[src/rtl/nfcm_pkg.sv]
// Package for the nearest free count matcher.
// Holds widths, action codes and the types shared by the matcher modules.
// No dependencies.
`timescale 1ns / 1ps
`default_nettype none
package nfcm_pkg;

  // Keyword table size and derived index width
  localparam int NUM_KEYWORDS = 1024;
  localparam int KW_IDX_W     = $clog2(NUM_KEYWORDS);

  // Field widths
  localparam int ACT_W  = 2;
  localparam int IDX_W  = 10;
  localparam int REF_W  = 20;
  localparam int OBS_W  = 24;
  localparam int PAD_W  = 20;
  localparam int DIST_W = 25;
  // Signed width of obs - pad - 2*ref
  localparam int ADJ_W  = 27;

  localparam logic [DIST_W-1:0] DIST_MAX = {DIST_W{1'b1}};

  // Item action codes
  typedef enum logic [ACT_W-1:0] {
    ACT_LOAD  = 2'd0,
    ACT_CLEAR = 2'd1,
    ACT_MATCH = 2'd2,
    ACT_NONE  = 2'd3
  } action_e;

  // Scan control, aligned with the keyword store read data
  typedef struct packed {
    logic                clr;
    logic                valid;
    logic [KW_IDX_W-1:0] idx;
  } scan_ctl_t;

  // Running best candidate
  typedef struct packed {
    logic                have;
    logic [KW_IDX_W-1:0] idx;
    logic [DIST_W-1:0]   distance;
  } best_t;

endpackage
`default_nettype wire

[src/rtl/nfcm_dist_unit.sv]
// Shared distance and compare unit: one keyword per cycle.
// Stage 1 forms the saturated |adj - 2*ref|, stage 2 keeps the lowest. Uses nfcm_pkg.
`timescale 1ns / 1ps
`default_nettype none
module nfcm_dist_unit (
  input  wire logic                           clk_i,
  input  wire logic                           rst_ni,
  input  wire nfcm_pkg::scan_ctl_t            ctl_i,
  input  wire logic signed [nfcm_pkg::ADJ_W-1:0] adj_i,
  input  wire logic        [nfcm_pkg::REF_W-1:0] ref_i,
  input  wire logic                           taken_i,
  output nfcm_pkg::best_t                     best_o
);
  import nfcm_pkg::*;

  logic signed [ADJ_W-1:0] diff;
  logic        [ADJ_W-1:0] mag;
  logic        [DIST_W-1:0] dist_sat;

  logic                s1_v_q;
  logic [KW_IDX_W-1:0] s1_idx_q;
  logic [DIST_W-1:0]   s1_dist_q;
  best_t               best_q, best_d;

  // Distance with saturation
  always_comb begin
    diff     = adj_i - $signed({{(ADJ_W-REF_W-1){1'b0}}, ref_i, 1'b0});
    mag      = diff[ADJ_W-1] ? ADJ_W'(-diff) : ADJ_W'(diff);
    dist_sat = (mag > ADJ_W'(DIST_MAX)) ? DIST_MAX : DIST_W'(mag);
  end

  // Stage 1: free keywords only
  always_ff @(posedge clk_i or negedge rst_ni) begin
    if (!rst_ni) begin
      s1_v_q <= 1'b0;
    end else begin
      s1_v_q <= ctl_i.valid & ~taken_i;
    end
  end

  always_ff @(posedge clk_i) begin
    s1_idx_q  <= ctl_i.idx;
    s1_dist_q <= dist_sat;
  end

  // Stage 2: strict less-than keeps the lowest index on ties
  always_comb begin
    best_d = best_q;
    if (ctl_i.clr) begin
      best_d.have     = 1'b0;
      best_d.idx      = '0;
      best_d.distance = '0;
    end else if (s1_v_q && (!best_q.have || s1_dist_q < best_q.distance)) begin
      best_d.have     = 1'b1;
      best_d.idx      = s1_idx_q;
      best_d.distance = s1_dist_q;
    end
  end

  always_ff @(posedge clk_i or negedge rst_ni) begin
    if (!rst_ni) begin
      best_q <= '0;
    end else begin
      best_q <= best_d;
    end
  end

  assign best_o = best_q;

endmodule
`default_nettype wire

[config.mk]
export PLATFORM = sky130hd
export DESIGN_NAME = nfcm_dist_unit
export DESIGN_NICKNAME = d
export VERILOG_FILES = /design/src/rtl/nfcm_pkg.sv /design/src/rtl/nfcm_dist_unit.sv
export SDC_FILE = /design/constraint.sdc
export NUM_CORES = 1
export LEC_CHECK = 0
export BUFFER_PORTS_ARGS = -buffer_cell sky130_fd_sc_hd__buf_2
export CAP_MARGIN = 20
export CELL_PAD_IN_SITES_DETAIL_PLACEMENT = 1
export CELL_PAD_IN_SITES_GLOBAL_PLACEMENT = 2
export CORE_UTILIZATION = 33
export DETAILED_ROUTE_END_ITERATION = 12
export PLACE_DENSITY = 0.86
export SYNTH_ARGS = -nofsm -noshare
export SYNTH_HDL_FRONTEND = slang
export SYNTH_SLANG_ARGS = --single-unit
[constraint.sdc]
create_clock -name clk_i -period 3.4 [get_ports clk_i]
set_input_delay 0.51 -clock clk_i [delete_from_list [all_inputs] [get_ports clk_i]]
set_output_delay 0.51 -clock clk_i [all_outputs]
set_load 0.02 [all_outputs]
==> results of run 1 <==
state kept, by name, indices dropped and copies added (netlist names):
register   cells
best_o        36
s1_dist_q     25
s1_idx_q      10
s1_v_q         1
power breakdown:
| group | switching [mW] | internal (mW) | total, mW | leakage [nW] |
|---|---|---|---|---|
| combinational | 0.660 | 0.549 | 1.21 | 2.42 |
| clock | 0.346 | 0.556 | 0.902 | 0.144 |
| sequential | 0.0844 | 0.967 | 1.05 | 0.786 |
| total | 1.09 | 2.07 | 3.16 | 3.35 |
final timing paths:
kind / depth (start not counted) / end / startpoint
hold reg to reg: 2 / best_o[32]$_DFFE_PN0P_ / s1_idx_q[7]$_DFF_P_
hold / removal: 1 / s1_idx_q[5]$_DFF_P_ / ctl_i[5]
max in group asynchronous: 1 / best_o[26]$_DFFE_PN0P_ / rst_ni
setup reg to reg: 12 / best_o[14]$_DFFE_PN0P_ / best_o[18]$_DFFE_PN0P_
setup / recovery: 17 / s1_dist_q[1]$_SDFF_PN1_ / adj_i[1]
min in group asynchronous: 1 / best_o[8]$_DFFE_PN0P_ / rst_ni
worst max-delay path, cell delays in order:
cell	delay, ns
buf_6	0.07
inv_2	0.03
ha_4	0.15
fa_2	0.36
nand2b_4	0.16
a211oi_4	0.31
buf_12	0.15
o2111ai_4	0.16
a2111oi_4	0.44
buf_4	0.18
nor2_2	0.04
xnor2_2	0.16
or3b_4	0.41
a31oi_4	0.21
o22ai_4	0.14
buf_12	0.17
o211ai_1	0.08
cells in the mapped netlist, types with 5 or more instances:
library cell	n	area share
ha_1	45	0.11
a21o_1	15	0.023
o21a_1	5	0.0076
xnor2_1	25	0.044
nand3_1	8	0.0081
o21ai_0	20	0.020
mux2i_1	38	0.077
o211ai_1	9	0.014
clkbuf_1	17	0.013
or3_1	6	0.0076
inv_1	53	0.040
nand4_1	5	0.0063
nor2b_1	5	0.0063
nand2_1	56	0.043
dfxtp_1	35	0.14
a31oi_1	10	0.013
and2_1	6	0.0076
nor2_1	62	0.047
dfrtp_1	37	0.19
a21oi_1	29	0.029
xor2_1	19	0.034
final cells by class:
| class | count | area (sq um) | area share |
|---|---|---|---|
| Inverter | 53 | 199 | 0.0301 |
| Clock buffer | 12 | 268 | 0.0405 |
| Clock inverter | 4 | 26.3 | 0.00397 |
| Multi-Input combinational cell | 427 | 3200 | 0.483 |
| Tap cell | 184 | 230 | 0.0348 |
| Timing Repair Buffer | 165 | 1070 | 0.162 |
| Sequential cell | 72 | 1630 | 0.246 |
per-layer routing:
layer | GRT usage | part of all wire | vias up
met5 | 0 | 0 | -
met4 | 0.0553 | 0.016 | 0
met3 | 0.0293 | 0.030 | 17
met2 | 0.332 | 0.51 | 94
met1 | 0.218 | 0.44 | 2204
li1 | - | - | 2300
cells by family after synthesis:
family / synth area share
and+or+nand+nor: 0.167
xor gates and xnor gates: 0.0782
DFF: 0.330
AOI/OAI and AO/OA: 0.170
buffers and inverters: 0.0596
adders and majority gates: 0.118
muxes: 0.0771
timing repair:
item / 4_1_cts / 5_1_grt
buffers inserted: 0 / 4
cloned: 0 / 3
hold buffers: 0 / 0
resized for setup: 1 / 19
pin swaps: 1 / 2
endpoints found under the setup margin: 5 / 36
==> results.cfg, run 1 <==
[power]
power_mw = 3.16
p_leak_nw = 3.35
powerDensity_nw_per_um2 = 478
ir_worst_vdd_uv = 290

[routing]
drt-vias-per-instance = 5.03
routedWlPerCell_microns = 15.3
totalWireLength_microns = 14100
drt_iter0_drc = 137
ant_nets = 0
drc = 0
vias = 4615
first_pass_iters = 4

[place]
dp_hpwl_microns = 10800
gp_congestion = 0.832
port_buffers = 97
place_ws_ns = -0.366
place_inst = 894
placed_area_sq_um = 6130

[synth]
yosysUniqueCellTypes = 55
syn-instance-count = 572
synth.cell_area_sq_um = 4930
ys_seq_area_frac = 0.330
ys_seq_elements = 72
synth-edff-count = 0
yosysWarnings = 0
async_reset_ff_frac = 0.514
synthesis.nets = 680
ys.flop_type = dfrtp_1
synth.avg_cell_area_sq_um = 8.62

[layout]
nFillCells = 1742
layout_common_cells = 95 x buf_2, 64 x buf_4, 61 x nor2_1, 53 x nand2_1, 52 x inv_1
final_common_cell = buf_2
area_growth_pct = 34.1
antenna_cells = 0
fin_util = 0.455
design_area_sq_um = 6610
drive_gt1_frac = 0.285
nets = 836
fin_cells = 917

[sta]
fin_ws_ns = -0.0852
setup_tns_ns = -1.32
min_period_ns = 3.49
fin_skew_ns = 0.00566
relSlewSlack = 0.331
fmax_ghz = 0.287
worst_slew_pin_slew_ns = 1.00
finalSetupViolCount = 25
grt_setup_unrepaired = true
final.period_utilization = 1.03
holdWs_ns = 0.277
drv_slew = 0
hold_viol_final = 0

[setup_path]
cp_data_arrival_time_ns = 3.74
crit_fanout = 7
cp-end-kind = register
r2r_setup_slack_ns = 0.34
path_class = primary input to register
worstPathRequired_ns = 3.66
startpoint_type = primary input

[grt]
antenna_found_initial = 0
grtUsageTotal = 0.182
grt_pass1_wl_microns = 23300
grt_pass1_vias = 4921
grt_overflow = 0
grt_max_degree = 38

[clock_network]
cts.sinks = 72
insertion_delay_ns = 0.33
root_buffer = clkbuf_16
numCtsBuffers = 9
cts_max_path_buffers = 2
clk_pin_slew_ns = 0.06
htree_levels = 3
cts_tree = done

[floorplan]
top_level_ports = 98
chipWidth_microns = 124
rows = 44
die_h_microns = 124
initial_utilization = 0.339
core_region_area_sq_um = 14500
die_area_sq_um = 15400

[worst_hold_path]
hold_class = primary input to register

[outcome]
violations = setup timing
outcome = finished with violations

[run]
drv_cap = 0
No activity file was read; power rests on OpenSTA's default activity.
==> inputs of run 2 (changes only) <==
BUFFER_PORTS_ARGS = unset   (was -buffer_cell sky130_fd_sc_hd__buf_2)
CORE_UTILIZATION = 34   (was 33)
DONT_BUFFER_PORTS = 1   (was unset)
PLACE_DENSITY = 0.79   (was 0.86)
==> run 2 against run 1 <==
Against the previous run: the run now ends clean; design area down 5.1%; register-to-register slack about the same; fmax increased by 5.0%; largest cell class unchanged; largest power group unchanged.
==> results.cfg, run 2 (synthesis gave the netlist of run 1 again) <==
[outcome]
outcome = completed

[worst_hold_path]
hold_class = primary input to async pin

[grt]
grt_overflow = 0
grtUsageTotal = 0.178
grt_pass1_vias = 4540
grt_pass1_wl_microns = 21400
antenna_found_initial = 0
grt_max_degree = 38

[setup_path]
worstPathRequired_ns = 3.62
startpoint_type = primary input
cp_data_arrival_time_ns = 3.54
path_cells = inv_8 -> ha_4 -> fa_2 -> nand2b_4 -> a211oi_4 -> buf_6 -> o2111ai_4 -> a2111oi_4 -> buf_4 -> o2111ai_1 -> nand3_1 -> and4_4 -> a31oi_4 -> o22ai_4 -> clkbuf_16 -> nand2_2
cp-end-kind = register
path_class = primary input to register
max_stage_delay_ns = 0.48
cpMaxStageDelayCell = a2111oi_4
crit_fanout = 6

[routing]
vias = 4262
ant_nets = 0
totalWireLength_microns = 13300
drt_iter0_drc = 90
first_pass_iters = 4
routedWlPerCell_microns = 16.0
drc = 0
drt-vias-per-instance = 5.13

[layout]
final_common_cell = buf_4
layout_common_cells = 78 x buf_4, 61 x nor2_1, 52 x inv_1, 44 x nand2_1, 42 x ha_1
fin_util = 0.449
nets = 754
drive_gt1_frac = 0.207
largest_reg_flops = 36
nFillCells = 1666
antenna_cells = 0
area_growth_pct = 27.4
design_area_sq_um = 6280

[sta]
holdWs_ns = 0.0247
drv_slew = 0
grt_setup_unrepaired = true
min_period_ns = 3.32
hold_viol_final = 0
fin_skew_ns = 0.00463
fmax_ghz = 0.301
worst_slew_pin_slew_ns = 0.679
setup_tns_ns = 0
final.period_utilization = 0.977
finalSetupViolCount = 0
relSlewSlack = 0.546

[floorplan]
initial_utilization = 0.353
core_region_area_sq_um = 14000
die_area_sq_um = 15000
die_h_microns = 122
chipWidth_microns = 122
top_level_ports = 98
rows = 43

[place]
placed_area_sq_um = 5760
port_buffers = 0
dp_hpwl_microns = 10600
gp_congestion = 0.869

[clock_network]
insertion_delay_ns = 0.33
clk_pin_slew_ns = 0.05
root_buffer = clkbuf_16
cts.sinks = 72
cts_tree = done
htree_levels = 3
numCtsBuffers = 9
cts_max_path_buffers = 2

[power]
power_mw = 3.08
ir_worst_vdd_uv = 289
powerDensity_nw_per_um2 = 490
p_leak_nw = 3.02

[run]
drv_cap = 0
run 2: changes by cell type in the layout (fill, tap and decap cells not counted), moves of 2 or more:
| cell | delta |
|---|---|
| buf_4 | +14 |
| nand2_2 | +6 |
| nand2_1 | -9 |
| nor4_1 | -2 |
| nand2_4 | +3 |
| nor4_2 | +3 |
| buf_2 | -95 |
run 2: worst max-delay path, delay by kind of cell:
family | cells | cell delay (ns)
AO/OA/AOI/OAI | 6 | 1.33
AND/OR/NAND/NOR | 4 | 0.60
buffers and inverters | 4 | 0.58
adder cells (fa/ha/maj) | 2 | 0.51
run 2: worst paths after layout:
path | from | endpoint | slack [ns] | cells past startpoint
worst max-delay path | adj_i[1] | s1_dist_q[3]$_SDFF_PN1_ | 0.08 | 16
worst min-delay path | rst_ni | best_o[27]$_DFFE_PN0P_ | 0.02 | 1
worst max register to register | best_o[19]$_DFFE_PN0P_ | best_o[1]$_DFFE_PN0P_ | 0.33 | 12
worst min register to register | s1_idx_q[5]$_DFF_P_ | best_o[30]$_DFFE_PN0P_ | 0.48 | 2
max in group asynchronous | rst_ni | best_o[13]$_DFFE_PN0P_ | 3.19 | 1
min in group clk_i | ctl_i[7] | s1_idx_q[7]$_DFF_P_ | 0.21 | 0
run 2: through the flow:
| stage | instances | setup WS [ns] |
|---|---|---|
| detailed placement | 807 | -0.268 |
| global route | 831 | -0.0683 |
| finish | 831 | 0.0797 |
| floorplan | 572 | 0.00122 |
| global placement | 806 | -0.148 |
| CTS | 824 | 0.0482 |
run 2: cell type report:
class	count	area [sq um]	area share
clock inverters	4	28.8	0.00458
flip-flops and latches	72	1630	0.259
clock buffers	12	256	0.0408
inverters	53	206	0.0329
multi-input cells	426	3220	0.513
well taps	180	225	0.0359
repair buffers	84	714	0.114
run 2: timing repair:
action | CTS | global route
hold buffers | 1 | 0
resized for setup | 0 | 33
endpoints found under the setup margin | 0 | 29
setup buffers | 0 | 5
hold endpoints to repair | 37 | 0
run 2: layer usage:
metal	vias up	global-route usage	routed length, microns
met5	-	0	0
met4	0	0.0518	212
met3	15	0.0367	585
met2	85	0.318	6660
met1	2027	0.214	5860
li1	2135	-	-
run 2: power breakdown:
part / switching (mW) / leakage (nW) / total, mW / internal [mW]
Combinational: 0.593 / 2.10 / 1.12 / 0.526
Sequential: 0.122 / 0.786 / 1.09 / 0.967
Clock: 0.339 / 0.135 / 0.872 / 0.533
